$ cat src/design/rlm_pkg.sv
package rlm_pkg;

    // configuration port
    localparam int CFG_IDX_W  = 3;
    localparam int CFG_DATA_W = 16;

    typedef enum logic [CFG_IDX_W-1:0] {
        CFG_SEGMENT_COUNT  = 3'd0,
        CFG_HOLD_TIME      = 3'd1,
        CFG_STALE_TIMEOUT  = 3'd2,
        CFG_NORMAL_DECAY   = 3'd3,
        CFG_STALE_DECAY    = 3'd4,
        CFG_AVERAGE_SHIFT  = 3'd5
    } t_cfg_idx;

    // register reset values
    localparam logic [6:0]  RST_SEGMENT_COUNT = 7'd38;
    localparam logic [15:0] RST_HOLD_TIME     = 16'd800;
    localparam logic [15:0] RST_STALE_TIMEOUT = 16'd5000;
    localparam logic [15:0] RST_NORMAL_DECAY  = 16'd26;
    localparam logic [15:0] RST_STALE_DECAY   = 16'd98;
    localparam logic [2:0]  RST_AVERAGE_SHIFT = 3'd2;

    // level and fraction constants
    localparam logic signed [15:0] LEVEL_FLOOR_Q88 = -16'sd25600;
    localparam logic signed [17:0] FRAC_OFFSET     = 18'sd25600;
    localparam logic signed [17:0] FRAC_SPAN       = 18'sd15360;
    localparam logic [16:0]        FRAC_ONE        = 17'd65536;
    localparam logic [20:0]        RECIP_15        = 21'd1118482;  // ceil(2^24 / 15)
    localparam int                 RECIP_SHIFT     = 24;

    // timing constants
    localparam int          GAP_LIMIT   = 1000;
    localparam logic [9:0]  GAP_DEFAULT = 10'd50;

    // display constants
    localparam logic [15:0]       SEG_ROUND      = 16'd655;
    localparam logic [16:0]       PEAK_VIS_MIN   = 17'd1310;
    localparam logic [15:0]       HALF_FRAC      = 16'd32768;
    localparam logic [6:0]        PCT_SCALE      = 7'd100;
    localparam logic [5:0]        DBM_SPAN       = 6'd60;
    localparam logic signed [7:0] DBM_FLOOR      = 8'sd100;
    localparam logic signed [8:0] LEVEL_ROUND    = 9'sd128;

    typedef struct packed {
        logic [6:0]  seg_n;          // clamped segment count
        logic [15:0] hold_time;
        logic [15:0] stale_timeout;
        logic [15:0] normal_decay;
        logic [15:0] stale_decay;
        logic [2:0]  avg_shift;
    } t_cfg;

    typedef struct packed {
        logic [16:0]        smooth;
        logic [16:0]        peak;
        logic               stale;
        logic signed [15:0] avg;
    } t_level;

    typedef struct packed {
        logic [6:0]        lit_segments;
        logic [5:0]        peak_segment;
        logic              peak_visible;
        logic              is_stale;
        logic [6:0]        range_percent;
        logic signed [7:0] level_dbm;
        logic signed [7:0] peak_dbm;
        logic              redraw;
    } t_result;

    // q8.8 dBm to q0.16 fraction of -100..-40 dBm, clamped; off*64/15 by reciprocal
    function automatic logic [16:0] level_to_frac(input logic signed [15:0] q88);
        logic signed [17:0] off;
        logic [19:0]        scaled;
        logic [40:0]        prod;
        logic [16:0]        frac;
        off    = 18'(q88) + FRAC_OFFSET;
        scaled = {off[13:0], 6'b0};
        prod   = 41'(scaled) * 41'(RECIP_15);
        if (off <= 18'sd0) begin
            frac = '0;
        end else if (off >= FRAC_SPAN) begin
            frac = FRAC_ONE;
        end else begin
            frac = prod[RECIP_SHIFT +: 17];
        end
        return frac;
    endfunction

endpackage

$ cat src/design/rlm_frame_if.sv
interface rlm_frame_if #(
    parameter int TIME_WIDTH = 32
);
    logic                  valid;
    logic                  ready;
    logic [TIME_WIDTH-1:0] frame_time_ms;
    logic                  sample_present;
    logic signed [7:0]     sample_dbm;
    logic [TIME_WIDTH-1:0] sample_time_ms;

    modport source (
        output valid, frame_time_ms, sample_present, sample_dbm, sample_time_ms,
        input  ready
    );
    modport sink (
        input  valid, frame_time_ms, sample_present, sample_dbm, sample_time_ms,
        output ready
    );
endinterface

$ cat src/design/rlm_result_if.sv
interface rlm_result_if;
    logic              valid;
    logic              ready;
    logic [6:0]        lit_segments;
    logic [5:0]        peak_segment;
    logic              peak_visible;
    logic              is_stale;
    logic [6:0]        range_percent;
    logic signed [7:0] level_dbm;
    logic signed [7:0] peak_dbm;
    logic              redraw;

    modport source (
        output valid, lit_segments, peak_segment, peak_visible, is_stale,
               range_percent, level_dbm, peak_dbm, redraw,
        input  ready
    );
    modport sink (
        input  valid, lit_segments, peak_segment, peak_visible, is_stale,
               range_percent, level_dbm, peak_dbm, redraw,
        output ready
    );
endinterface

$ cat src/design/rssi_level_peak_hold_meter.sv
// channel     direction  carries
// i_frame     in         frame time, sample present flag, sample dBm, sample stamp
// o_result    out        lit/peak segments, peak visible, stale, percent, dBm levels, redraw
// i_cfg_*     in         register writes, index 0..5, no read-back
//
// one frame per cycle sustained while results are taken; an accepted beat reaches the
// result beat through the input register, level register and result register
// tracker state is updated as a frame leaves the input register, so a frame sees
// the state left by the frame just before it
// synchronous active-low reset clears the stage valid flags and restores the
// registers, tracker and display defaults; payload registers are not reset
// a stalled result holds; empty stages behind it still fill, ready drops only
// when all three stages are full and the result is not taken
module rssi_level_peak_hold_meter #(
    parameter int TIME_WIDTH   = 32,
    parameter int MAX_SEGMENTS = 64
) (
    input  logic                            i_clk,
    input  logic                            i_rst_n,
    input  logic                            i_cfg_we,
    input  logic [rlm_pkg::CFG_IDX_W-1:0]   i_cfg_idx,
    input  logic [rlm_pkg::CFG_DATA_W-1:0]  i_cfg_data,
    rlm_frame_if.sink                       i_frame,
    rlm_result_if.source                    o_result
);

    // pipeline occupancy
    logic r_s1_valid;
    logic r_s2_valid;
    logic r_out_valid;

    // input register, payload only
    logic [TIME_WIDTH-1:0] r_in_now;
    logic                  r_in_present;
    logic signed [7:0]     r_in_dbm;
    logic [TIME_WIDTH-1:0] r_in_stamp;

    logic out_free;
    logic s2_free;
    logic s1_free;
    logic s1_go;
    logic s2_go;
    logic in_fire;

    rlm_pkg::t_cfg    cfg;
    rlm_pkg::t_level  level;
    rlm_pkg::t_result result;

    // backward ready chain: a stage may load when it is empty or moving on
    assign out_free = !r_out_valid || o_result.ready;
    assign s2_free  = !r_s2_valid || out_free;
    assign s1_free  = !r_s1_valid || s2_free;
    assign s1_go    = r_s1_valid && s2_free;
    assign s2_go    = r_s2_valid && out_free;
    assign in_fire  = i_frame.valid && s1_free;

    assign i_frame.ready = s1_free;

    always_ff @(posedge i_clk) begin
        if (!i_rst_n) begin
            r_s1_valid  <= 1'b0;
            r_s2_valid  <= 1'b0;
            r_out_valid <= 1'b0;
        end else begin
            if (s1_free) begin
                r_s1_valid <= i_frame.valid;
            end
            if (s2_free) begin
                r_s2_valid <= r_s1_valid;
            end
            if (out_free) begin
                r_out_valid <= r_s2_valid;
            end
        end
    end

    always_ff @(posedge i_clk) begin
        if (in_fire) begin
            r_in_now     <= i_frame.frame_time_ms;
            r_in_present <= i_frame.sample_present;
            r_in_dbm     <= i_frame.sample_dbm;
            r_in_stamp   <= i_frame.sample_time_ms;
        end
    end

    rlm_cfg #(
        .MAX_SEGMENTS (MAX_SEGMENTS)
    ) u_cfg (
        .i_clk      (i_clk),
        .i_rst_n    (i_rst_n),
        .i_cfg_we   (i_cfg_we),
        .i_cfg_idx  (i_cfg_idx),
        .i_cfg_data (i_cfg_data),
        .o_cfg      (cfg)
    );

    // averaging, staleness, peak capture and decay
    rlm_update #(
        .TIME_WIDTH (TIME_WIDTH)
    ) u_update (
        .i_clk     (i_clk),
        .i_rst_n   (i_rst_n),
        .i_go      (s1_go),
        .i_cfg     (cfg),
        .i_now     (r_in_now),
        .i_present (r_in_present),
        .i_dbm     (r_in_dbm),
        .i_stamp   (r_in_stamp),
        .o_level   (level)
    );

    // segment mapping, rounding and redraw tracking
    rlm_display u_display (
        .i_clk    (i_clk),
        .i_rst_n  (i_rst_n),
        .i_go     (s2_go),
        .i_seg_n  (cfg.seg_n),
        .i_level  (level),
        .o_result (result)
    );

    assign o_result.valid         = r_out_valid;
    assign o_result.lit_segments  = result.lit_segments;
    assign o_result.peak_segment  = result.peak_segment;
    assign o_result.peak_visible  = result.peak_visible;
    assign o_result.is_stale      = result.is_stale;
    assign o_result.range_percent = result.range_percent;
    assign o_result.level_dbm     = result.level_dbm;
    assign o_result.peak_dbm      = result.peak_dbm;
    assign o_result.redraw        = result.redraw;

    // held peak never sits below the smoothed level
    a_peak_above_smooth: assert property (@(posedge i_clk) disable iff (!i_rst_n)
        r_s2_valid |-> (level.peak >= level.smooth))
        else $error("peak below smoothed level");

    // a stale result shows an empty bar and no peak marker
    a_stale_blank: assert property (@(posedge i_clk) disable iff (!i_rst_n)
        (r_out_valid && result.is_stale) |->
            (result.lit_segments == 7'd0 && !result.peak_visible))
        else $error("stale result not blanked");

    // peak marker stays on the bar
    a_peak_seg_range: assert property (@(posedge i_clk) disable iff (!i_rst_n)
        r_out_valid |-> (7'(result.peak_segment) < cfg.seg_n))
        else $error("peak segment beyond bar");

    // an accepted beat always lands in the input register
    a_accept_loads: assert property (@(posedge i_clk) disable iff (!i_rst_n)
        in_fire |=> r_s1_valid)
        else $error("accepted beat lost");

    a_percent_range: assert property (@(posedge i_clk) disable iff (!i_rst_n)
        r_out_valid |-> (result.range_percent <= rlm_pkg::PCT_SCALE))
        else $error("range percent above full scale");

endmodule

$ cat src/design/rlm_cfg.sv
module rlm_cfg #(
    parameter int MAX_SEGMENTS = 64
) (
    input  logic                             i_clk,
    input  logic                             i_rst_n,
    input  logic                             i_cfg_we,
    input  logic [rlm_pkg::CFG_IDX_W-1:0]    i_cfg_idx,
    input  logic [rlm_pkg::CFG_DATA_W-1:0]   i_cfg_data,
    output rlm_pkg::t_cfg                    o_cfg
);

    localparam logic [6:0] SEG_CAP = 7'((MAX_SEGMENTS < 127) ? MAX_SEGMENTS : 127);

    logic [6:0]  r_seg_count;
    logic [15:0] r_hold_time;
    logic [15:0] r_stale_timeout;
    logic [15:0] r_normal_decay;
    logic [15:0] r_stale_decay;
    logic [2:0]  r_avg_shift;

    always_ff @(posedge i_clk) begin
        if (!i_rst_n) begin
            r_seg_count     <= rlm_pkg::RST_SEGMENT_COUNT;
            r_hold_time     <= rlm_pkg::RST_HOLD_TIME;
            r_stale_timeout <= rlm_pkg::RST_STALE_TIMEOUT;
            r_normal_decay  <= rlm_pkg::RST_NORMAL_DECAY;
            r_stale_decay   <= rlm_pkg::RST_STALE_DECAY;
            r_avg_shift     <= rlm_pkg::RST_AVERAGE_SHIFT;
        end else if (i_cfg_we) begin
            unique case (rlm_pkg::t_cfg_idx'(i_cfg_idx))
                rlm_pkg::CFG_SEGMENT_COUNT: r_seg_count     <= i_cfg_data[6:0];
                rlm_pkg::CFG_HOLD_TIME:     r_hold_time     <= i_cfg_data;
                rlm_pkg::CFG_STALE_TIMEOUT: r_stale_timeout <= i_cfg_data;
                rlm_pkg::CFG_NORMAL_DECAY:  r_normal_decay  <= i_cfg_data;
                rlm_pkg::CFG_STALE_DECAY:   r_stale_decay   <= i_cfg_data;
                rlm_pkg::CFG_AVERAGE_SHIFT: r_avg_shift     <= i_cfg_data[2:0];
                default: ;
            endcase
        end
    end

    always_comb begin
        o_cfg = '0;
        if (r_seg_count == 7'd0) begin
            o_cfg.seg_n = 7'd1;
        end else if (r_seg_count > SEG_CAP) begin
            o_cfg.seg_n = SEG_CAP;
        end else begin
            o_cfg.seg_n = r_seg_count;
        end
        o_cfg.hold_time     = r_hold_time;
        o_cfg.stale_timeout = r_stale_timeout;
        o_cfg.normal_decay  = r_normal_decay;
        o_cfg.stale_decay   = r_stale_decay;
        o_cfg.avg_shift     = r_avg_shift;
    end

endmodule

$ cat src/design/rlm_update.sv
module rlm_update #(
    parameter int TIME_WIDTH = 32
) (
    input  logic                  i_clk,
    input  logic                  i_rst_n,
    input  logic                  i_go,
    input  rlm_pkg::t_cfg         i_cfg,
    input  logic [TIME_WIDTH-1:0] i_now,
    input  logic                  i_present,
    input  logic signed [7:0]     i_dbm,
    input  logic [TIME_WIDTH-1:0] i_stamp,
    output rlm_pkg::t_level       o_level
);

    // tracker state
    logic signed [15:0]    r_avg;
    logic                  r_avg_valid;
    logic [TIME_WIDTH-1:0] r_last_seen;
    logic [TIME_WIDTH-1:0] r_last_stamp;
    logic [16:0]           r_peak;
    logic [TIME_WIDTH-1:0] r_hold_dl;
    logic [TIME_WIDTH-1:0] r_prev_time;
    rlm_pkg::t_level       r_level;

    logic signed [15:0]    n_avg;
    logic                  n_avg_valid;
    logic [TIME_WIDTH-1:0] n_last_seen;
    logic [TIME_WIDTH-1:0] n_hold_dl;
    rlm_pkg::t_level       n_level;

    logic [TIME_WIDTH-1:0] gap_full;
    logic [9:0]            gap;
    logic                  take;
    logic signed [15:0]    dbm_q88;
    logic signed [16:0]    diff;
    logic signed [16:0]    step;
    logic [16:0]           raw;
    logic                  capture;
    logic [16:0]           peak_cap;
    logic [TIME_WIDTH-1:0] age;
    logic [TIME_WIDTH-1:0] hd;
    logic                  stale;
    logic                  expired;
    logic [15:0]           rate;
    logic [25:0]           decay;
    logic [16:0]           decayed;
    logic [16:0]           smooth;

    always_comb begin
        gap_full = i_now - r_prev_time;
        gap      = (gap_full > TIME_WIDTH'(rlm_pkg::GAP_LIMIT)) ? rlm_pkg::GAP_DEFAULT
                                                                : gap_full[9:0];

        // repeated stamp means the sample was already taken
        take    = i_present && (i_stamp != r_last_stamp);
        dbm_q88 = {i_dbm, 8'b0};
        diff    = 17'(dbm_q88) - 17'(r_avg);
        step    = diff >>> i_cfg.avg_shift;

        n_avg = r_avg;
        if (take) begin
            n_avg = r_avg_valid ? 16'(17'(r_avg) + step) : dbm_q88;
        end
        n_avg_valid = r_avg_valid | take;
        n_last_seen = take ? i_stamp : r_last_seen;

        raw       = rlm_pkg::level_to_frac(dbm_q88);
        capture   = take && (raw >= r_peak);
        peak_cap  = capture ? raw : r_peak;
        n_hold_dl = capture ? (i_now + TIME_WIDTH'(i_cfg.hold_time)) : r_hold_dl;

        age     = i_now - n_last_seen;
        stale   = !n_avg_valid || (age > TIME_WIDTH'(i_cfg.stale_timeout));
        hd      = i_now - n_hold_dl;
        expired = (hd != '0) && !hd[TIME_WIDTH-1];

        rate  = stale ? i_cfg.stale_decay : i_cfg.normal_decay;
        decay = (stale || expired) ? (26'(rate) * 26'(gap)) : '0;
        decayed = (decay >= 26'(peak_cap)) ? '0 : (peak_cap - decay[16:0]);

        // peak is never below the smoothed level
        smooth = stale ? '0 : rlm_pkg::level_to_frac(n_avg);

        n_level.smooth = smooth;
        n_level.peak   = (smooth > decayed) ? smooth : decayed;
        n_level.stale  = stale;
        n_level.avg    = n_avg;
    end

    always_ff @(posedge i_clk) begin
        if (!i_rst_n) begin
            r_avg        <= rlm_pkg::LEVEL_FLOOR_Q88;
            r_avg_valid  <= 1'b0;
            r_last_seen  <= '0;
            r_last_stamp <= '0;
            r_peak       <= '0;
            r_hold_dl    <= '0;
            r_prev_time  <= '0;
        end else if (i_go) begin
            r_avg        <= n_avg;
            r_avg_valid  <= n_avg_valid;
            r_last_seen  <= n_last_seen;
            r_last_stamp <= take ? i_stamp : r_last_stamp;
            r_peak       <= n_level.peak;
            r_hold_dl    <= n_hold_dl;
            r_prev_time  <= i_now;
        end
    end

    always_ff @(posedge i_clk) begin
        if (i_go) begin
            r_level <= n_level;
        end
    end

    assign o_level = r_level;

endmodule

$ cat src/design/rlm_display.sv
module rlm_display (
    input  logic              i_clk,
    input  logic              i_rst_n,
    input  logic              i_go,
    input  logic [6:0]        i_seg_n,
    input  rlm_pkg::t_level   i_level,
    output rlm_pkg::t_result  o_result
);

    logic [6:0]       r_shown_lit;
    logic [6:0]       r_shown_pseg;
    logic             r_shown_stale;
    logic             r_first;
    rlm_pkg::t_result r_result;

    logic [23:0]      lit_sum;
    logic [23:0]      pseg_sum;
    logic [22:0]      pct_sum;
    logic [21:0]      pk_sum;
    logic [17:0]      lvl_sum;
    logic [6:0]       lit;
    logic [6:0]       pseg_raw;
    logic [6:0]       pseg;
    rlm_pkg::t_result n_result;

    always_comb begin
        lit_sum  = 24'(i_level.smooth) * 24'(i_seg_n) + 24'(rlm_pkg::SEG_ROUND);
        pseg_sum = 24'(i_level.peak) * 24'(i_seg_n) + 24'(rlm_pkg::SEG_ROUND);
        pct_sum  = 23'(i_level.smooth) * 23'(rlm_pkg::PCT_SCALE)
                 + 23'(rlm_pkg::HALF_FRAC);
        pk_sum   = 22'(i_level.peak) * 22'(rlm_pkg::DBM_SPAN) + 22'(rlm_pkg::HALF_FRAC);
        lvl_sum  = 18'(i_level.avg) + 18'(rlm_pkg::LEVEL_ROUND);

        lit      = lit_sum[22:16];
        pseg_raw = pseg_sum[22:16];
        pseg     = (pseg_raw >= i_seg_n) ? (i_seg_n - 7'd1) : pseg_raw;

        n_result.lit_segments  = lit;
        n_result.peak_segment  = pseg[5:0];
        n_result.peak_visible  = !i_level.stale && (i_level.peak > rlm_pkg::PEAK_VIS_MIN);
        n_result.is_stale      = i_level.stale;
        n_result.range_percent = pct_sum[22:16];
        n_result.level_dbm     = lvl_sum[15:8];
        n_result.peak_dbm      = $signed({2'b00, pk_sum[21:16]}) - rlm_pkg::DBM_FLOOR;
        n_result.redraw        = r_first || (lit != r_shown_lit) || (pseg != r_shown_pseg)
                               || (i_level.stale != r_shown_stale);
    end

    always_ff @(posedge i_clk) begin
        if (!i_rst_n) begin
            r_shown_lit   <= '0;
            r_shown_pseg  <= '0;
            r_shown_stale <= 1'b0;
            r_first       <= 1'b1;
        end else if (i_go) begin
            r_shown_lit   <= lit;
            r_shown_pseg  <= pseg;
            r_shown_stale <= i_level.stale;
            r_first       <= 1'b0;
        end
    end

    always_ff @(posedge i_clk) begin
        if (i_go) begin
            r_result <= n_result;
        end
    end

    assign o_result = r_result;

endmodule

$ cat src/flat_wrapper.sv
// flat-port wrapper written by rule: the top's interface ports become plain ports
module rssi_level_peak_hold_meter_flat 
#(
    parameter int TIME_WIDTH   = 32,
    parameter int MAX_SEGMENTS = 64
)
  (i_clk, i_rst_n, i_cfg_we, i_cfg_idx, i_cfg_data, i_frame_valid, i_frame_frame_time_ms, i_frame_sample_present, i_frame_sample_dbm, i_frame_sample_time_ms, i_frame_ready, o_result_valid, o_result_lit_segments, o_result_peak_segment, o_result_peak_visible, o_result_is_stale, o_result_range_percent, o_result_level_dbm, o_result_peak_dbm, o_result_redraw, o_result_ready);
  rlm_frame_if #(.TIME_WIDTH(TIME_WIDTH)) i_frame_i ();
  rlm_result_if o_result_i ();
  input  logic i_clk;
  input  logic i_rst_n;
  input  logic i_cfg_we;
  input  logic [rlm_pkg::CFG_IDX_W-1:0] i_cfg_idx;
  input  logic [rlm_pkg::CFG_DATA_W-1:0] i_cfg_data;
  input wire logic [$bits(i_frame_i.valid)-1:0] i_frame_valid;
  input wire logic [$bits(i_frame_i.frame_time_ms)-1:0] i_frame_frame_time_ms;
  input wire logic [$bits(i_frame_i.sample_present)-1:0] i_frame_sample_present;
  input wire logic [$bits(i_frame_i.sample_dbm)-1:0] i_frame_sample_dbm;
  input wire logic [$bits(i_frame_i.sample_time_ms)-1:0] i_frame_sample_time_ms;
  output wire logic [$bits(i_frame_i.ready)-1:0] i_frame_ready;
  output wire logic [$bits(o_result_i.valid)-1:0] o_result_valid;
  output wire logic [$bits(o_result_i.lit_segments)-1:0] o_result_lit_segments;
  output wire logic [$bits(o_result_i.peak_segment)-1:0] o_result_peak_segment;
  output wire logic [$bits(o_result_i.peak_visible)-1:0] o_result_peak_visible;
  output wire logic [$bits(o_result_i.is_stale)-1:0] o_result_is_stale;
  output wire logic [$bits(o_result_i.range_percent)-1:0] o_result_range_percent;
  output wire logic [$bits(o_result_i.level_dbm)-1:0] o_result_level_dbm;
  output wire logic [$bits(o_result_i.peak_dbm)-1:0] o_result_peak_dbm;
  output wire logic [$bits(o_result_i.redraw)-1:0] o_result_redraw;
  input wire logic [$bits(o_result_i.ready)-1:0] o_result_ready;
  assign i_frame_i.valid = i_frame_valid;
  assign i_frame_i.frame_time_ms = i_frame_frame_time_ms;
  assign i_frame_i.sample_present = i_frame_sample_present;
  assign i_frame_i.sample_dbm = i_frame_sample_dbm;
  assign i_frame_i.sample_time_ms = i_frame_sample_time_ms;
  assign i_frame_ready = i_frame_i.ready;
  assign o_result_valid = o_result_i.valid;
  assign o_result_lit_segments = o_result_i.lit_segments;
  assign o_result_peak_segment = o_result_i.peak_segment;
  assign o_result_peak_visible = o_result_i.peak_visible;
  assign o_result_is_stale = o_result_i.is_stale;
  assign o_result_range_percent = o_result_i.range_percent;
  assign o_result_level_dbm = o_result_i.level_dbm;
  assign o_result_peak_dbm = o_result_i.peak_dbm;
  assign o_result_redraw = o_result_i.redraw;
  assign o_result_i.ready = o_result_ready;
  rssi_level_peak_hold_meter #(.TIME_WIDTH(TIME_WIDTH), .MAX_SEGMENTS(MAX_SEGMENTS)) u_core (.i_clk(i_clk), .i_rst_n(i_rst_n), .i_cfg_we(i_cfg_we), .i_cfg_idx(i_cfg_idx), .i_cfg_data(i_cfg_data), .i_frame(i_frame_i), .o_result(o_result_i));
endmodule
$ cat config.mk
export PLATFORM = sky130hd
export DESIGN_NAME = rssi_level_peak_hold_meter_flat
export DESIGN_NICKNAME = d
export VERILOG_FILES = /design/src/design/rlm_pkg.sv /design/src/design/rlm_frame_if.sv /design/src/design/rlm_result_if.sv /design/src/design/rssi_level_peak_hold_meter.sv /design/src/design/rlm_cfg.sv /design/src/design/rlm_update.sv /design/src/design/rlm_display.sv /design/src/flat_wrapper.sv
export SDC_FILE = /design/constraint.sdc
export NUM_CORES = 2
export LEC_CHECK = 0
export ABC_CLOCK_PERIOD_IN_PS = 47500
export BUFFER_PORTS_ARGS = -buffer_cell sky130_fd_sc_hd__buf_4
export CAP_MARGIN = 15
export CORE_MARGIN = 2
export CORE_UTILIZATION = 44
export DETAILED_ROUTE_END_ITERATION = 12
export SYNTH_ARGS = -nofsm -noshare
export SYNTH_HDL_FRONTEND = slang
export SYNTH_SLANG_ARGS = --single-unit
export TNS_END_PERCENT = 5
$ cat constraint.sdc
create_clock -name i_clk -period 47.5 [get_ports i_clk]
set_input_delay 9.5 -clock i_clk [delete_from_list [all_inputs] [get_ports i_clk]]
set_output_delay 9.5 -clock i_clk [all_outputs]
set_load 0.02 [all_outputs]
# Word-level counts from Yosys, hierarchy flattened
# Index checks and enable logic that the tools add are counted.
# totals
ff_bits,418
inputBits,97
output_inout_bits,41
elab_cells,131
# op_classes
add_sub_neg,16
multipliers,7
order_cmp,12
eq_ne,9
n_shift,1
mux,18
n_bitwise,1
n_reduce_logical,31
# op_table
cell,n
17-bit 2-to-1 mux,8
32-bit subtractor,3
"14-bit by 20-bit multiplier with 34-bit output, second input constant",2
32-bit 2-to-1 mux,2
16-bit 2-to-1 mux,3
"23-bit by 10-bit adder with 23-bit output, second input constant",2
17-bit by 7-bit multiplier with 23-bit output,2
"16-bit by 16-bit adder with 17-bit output, second input constant",2
"17-bit by 15-bit greater-or-equal comparator with 1-bit output, second input constant",2
"17-bit by 1-bit <= comparator with 1-bit output, second input constant",2
32-bit by 16-bit adder with 32-bit output,1
"32-bit by 10-bit > comparator with 1-bit output, second input constant",1
32-bit by 16-bit > comparator with 1-bit output,1
32-bit != test,1
32-bit nonzero test,1
26-bit by 17-bit greater-or-equal comparator with 1-bit output,1
16-bit by 10-bit multiplier with 26-bit output,1
26-bit 2-to-1 mux,1
"23-bit by 16-bit adder with 23-bit output, second input constant",1
"22-bit by 16-bit adder with 22-bit output, second input constant",1
"17-bit by 5-bit multiplier with 21-bit output, second input constant",1
7-bit 2-to-1 mux,3
"17-bit by 4-bit multiplier with 20-bit output, second input constant",1
17-bit greater-or-equal comparator,1
other kinds (24),51

# Logic depth before layout (Yosys ltp)
# depth
word_depth,16
mapped_depth,88
depth_no_buf,77

# Cells and area by module
# From an unflattened synthesis, not the netlist that was laid out.
# hier_totals
hier_cells,5274
area_unflattened_um2,46109.2
# by_module_without_submodules
module,n_inst,cells_per_inst,area_each_um2,seq_area_each_um2
rlm_update,1,3572,28406.0,4774.6
rlm_display,1,1330,12449.4,1461.4
rlm_cfg,1,286,2924.1,1481.4
rssi_level_peak_hold_meter,1,86,2329.7,2252.2

# Least setup slack after synthesis
# OpenSTA, ideal clock, no wires.
# synth_path
kind,input -> output
start,input o_result_ready
end,output i_frame_ready
t_arrival_ns,9.986
required_time_ns,38.000
setup_slack_ns,28.014
stages,2
path_buffers,0
path_cell_list,nor2b_1 nand3_1
# synth_via
elab_chain_cells,3
# synth_lines
item,line_no,text
"start, declared",flat_wrapper.sv:30,input wire logic [$bits(o_result_i.ready)-1:0] o_result_ready;
1-bit logical OR,rssi_level_peak_hold_meter.sv:50,assign out_free = !r_out_valid || o_result.ready;
1-bit logical OR,rssi_level_peak_hold_meter.sv:51,assign s2_free = !r_s2_valid || out_free;
1-bit logical OR,rssi_level_peak_hold_meter.sv:52,assign s1_free = !r_s1_valid || s2_free;
"end, declared",flat_wrapper.sv:20,output wire logic [$bits(i_frame_i.ready)-1:0] i_frame_ready;
# Every way passes these cells.

# Worst setup path after layout
# Ends and elaborated chain as after synthesis.

==> results.json <==
{
  "synth_common_cells": "nand2_1, ha_1, inv_1",
  "rsz0062_at_grt": "no",
  "power.internal_mw": 1.04,
  "fin_area_mm2": 0.0493,
  "track_usage_pct": 22.7,
  "drive_gt1_share_pct": 6.11,
  "ant_nets": 0,
  "clock_latency_ns": 0.64,
  "max_slew.worst_pin.slew_ns": 1.20,
  "synth_edf_count": 155,
  "drc": 0,
  "drt_wl_total_mm": 121,
  "yosys_warnings": 0,
  "finalSetupViolations": 0,
  "cts_buffers": 50,
  "io_buffers": 136,
  "switching_share_pct": 42.6,
  "min_from": "u_core.u_display.r_first",
  "grt_overflow": 0,
  "io-pin-count": 138,
  "clockBufferDepth": 3,
  "synth_top_area_share_pct": 16.5,
  "synthesis.area_mm2": 0.0453,
  "synth_area_leaders": "ha_1, fa_1, dfxtp_1",
  "crit_arrival_ns": 10.29,
  "die_area_mm2": 0.106,
  "synth_top_cell_by_area": "ha_1",
  "syn_avg_cell_area_um2": 8.57,
  "clkSinkCount": 410,
  "start_util_pct": 44.4,
  "via_per_inst": 5.45,
  "hold_buffers": 0,
  "fp.coreArea_mm2": 0.102,
  "maxCapViolations": 0,
  "fmax_ghz": 0.0505,
  "critPathRequiredTime_ns": 38.00,
  "synth_cells": 5286,
  "postCtsResizedCells": 0,
  "seq_area_frac_synth_pct": 21.5,
  "hp-class": "reg -> reg",
  "antenna_found_initial": 3,
  "hold_violations": 0,
  "die_h_um": 325,
  "finClkSkew_ns": 0.0604,
  "combPwrFrac_pct": 53.4,
  "synth_most_common_cell": "nand2_1",
  "reg2reg_from": "u_core.r_in_stamp[8]",
  "synthArstFlopShare_pct": 0,
  "fin_crit_sh_pct": 41.7,
  "leakagePower_nw": 23.1,
  "pwr-share-seq_pct": 24.6,
  "area_growth_pct": 8.72,
  "cp-end-kind": "primary output",
  "startpoint": "o_result_ready",
  "hold_ws_ns": 0.443,
  "drv_slew": 0,
  "yosys_register_bits": 410,
  "dr.pass1.iters": 5,
  "worstSetupPathType": "in -> out",
  "status": "completed",
  "post_drt_wl_per_cell_um": 18.1,
  "dp_hpwl_mm": 94.1,
  "finish.utilization_pct": 48.3,
  "pwr-share-clk_pct": 22.0,
  "dr.first_iter.drc_count": 2182,
  "ctsRootBufferMaster": "clkbuf_16",
  "cts_tree": "done",
  "ir_worst_vdd_uv": 68.1,
  "synth_ff_type": "dfxtp_1",
  "crit_fanout": 6,
  "power.switching_mw": 0.773,
  "period_needed_ns": 19.79,
  "setup_tns_ns": 0,
  "cts_max_level": 2,
  "reg2reg_depth": 73,
  "slew_headroom_pct": 18.8,
  "ys_types": 87,
  "path_clk_slew_ns": 0.06,
  "pwr_density_cell_mw_per_mm2": 36.8,
  "grt_pass1_vias": 35500,
  "n_fill_cell": 10000,
  "chipWidth_um": 325,
  "startpoint_type": "input pin",
  "grt_pass1_wl_mm": 194,
  "gp_congestion": 0.915,
  "syn-num-nets": 6311,
  "vias": 36600,
  "grt_max_degree": 118,
  "hold_depth": 2,
  "rows": 117,
  "placed_area_mm2": 0.0475,
  "postCtsSetupBuffers": 0,
  "nets": 6320
}
[critical path, cell delays in order]
cell     delay, ns
buf_4         0.11
nor2b_1       0.36
nand3_1       0.15
buf_4         0.18
[cell usage in the layout, fill, tap and decap left out, types with 88 or more instances in the layout]
| master | n |
|---|---|
| inv_1 | 579 |
| o21ai_0 | 193 |
| a21oi_1 | 236 |
| dfxtp_1 | 254 |
| ha_1 | 599 |
| fa_1 | 329 |
| a21boi_0 | 189 |
| nor2_1 | 347 |
| buf_4 | 170 |
| edfxtp_1 | 155 |
| nor3_1 | 88 |
| xnor2_1 | 166 |
| nand2_1 | 705 |
| a21o_1 | 88 |
| nand3_1 | 143 |
[final timing paths]
| check | end | slack (ns) |
|---|---|---|
| setup / recovery | i_frame_ready | 27.71 |
| hold / removal | u_core.u_display.r_first | 0.44 |
| setup reg to reg | u_core.u_update.o_level[19] | 27.87 |
| hold reg to reg | u_core.u_display.r_first | 0.44 |
[power groups by stage]
| stage | clock network [mW] | logic (mW) | registers [mW] |
|---|---|---|---|
| after global placement | 0 | 0.958 | 0.454 |
| after CTS | 0.409 | 0.977 | 0.447 |
| after detailed placement | 0 | 0.967 | 0.454 |
| after floorplan | 0 | 0.708 | 0.447 |
| final | 0.399 | 0.969 | 0.447 |
| after global routing | 0.423 | 1.10 | 0.450 |
[kinds of logic (layout without fill, tap and decap cells)]
kind of cell	Yosys count	count (layout)	synth area share (%)
AOI/OAI and AO/OA	1040	1040	15.3
xor gates and xnor gates	249	249	4.81
other	1	3	0.00827
DFF	410	410	21.5
buffers and inverters	798	848	6.71
and+or+nand+nor	1757	1757	18.2
muxes	98	98	2.22
adders and majority gates	933	933	31.2
[layer usage]
layer / up-vias / part of all wire (%) / GRT usage, %
met5: - / 0.019 / 0
met4: 4 / 2.7 / 6.15
met3: 164 / 3.8 / 2.29
met2: 729 / 48 / 39.6
li1: 18100 / - / -
met1: 17600 / 45 / 29.9
[flip-flops by register name, indices dropped and copies added (netlist names), 3 cells and up]
| signal | flops |
|---|---|
| u_core.u_cfg.r_avg_shift | 3 |
| u_core.u_update.r_avg | 16 |
| u_core.u_update.r_prev_time | 32 |
| u_core.u_display.r_shown_lit | 7 |
| u_core.u_update.o_level | 44 |
| u_core.u_update.r_last_stamp | 32 |
| u_core.r_in_dbm | 8 |
| u_core.u_cfg.r_normal_decay | 16 |
| u_core.u_update.r_last_seen | 32 |
| u_core.u_cfg.r_stale_decay | 16 |
| u_core.u_cfg.r_stale_timeout | 16 |
| u_core.r_in_stamp | 32 |
| u_core.u_cfg.r_hold_time | 16 |
| u_core.u_display.r_shown_pseg | 7 |
| u_core.u_update.r_hold_dl | 32 |
| u_core.u_update.r_peak | 17 |
| u_core.u_cfg.r_seg_count | 7 |
| u_core.r_in_now | 32 |
| u_core.u_display.o_result | 38 |
[cell type report]
class                      instances  area [um^2]  share of cell area, %
multi-input combinational       4078        32600                   66.1
clock buffer                      61         1370                   2.79
inverter                         583         2190                   4.45
sequential                       410         9760                   19.8
antenna                            2         5.00                 0.0102
timing repair buffer             172         1300                   2.64
clock inverter                    32          342                  0.693
tap                             1368         1710                   3.47
[metrics by stage]
stage                     setup WS [ns]  total power [mW]  std cells
final                             27.71              1.81       6706
after global routing              26.41              1.98       6705
after CTS                         27.71              1.83       6703
after detailed placement          27.70              1.42       6610
after global placement            27.72              1.41       6610
after floorplan                   28.01              1.15       5286
Note: power is estimated with default switching activity, not from simulation.
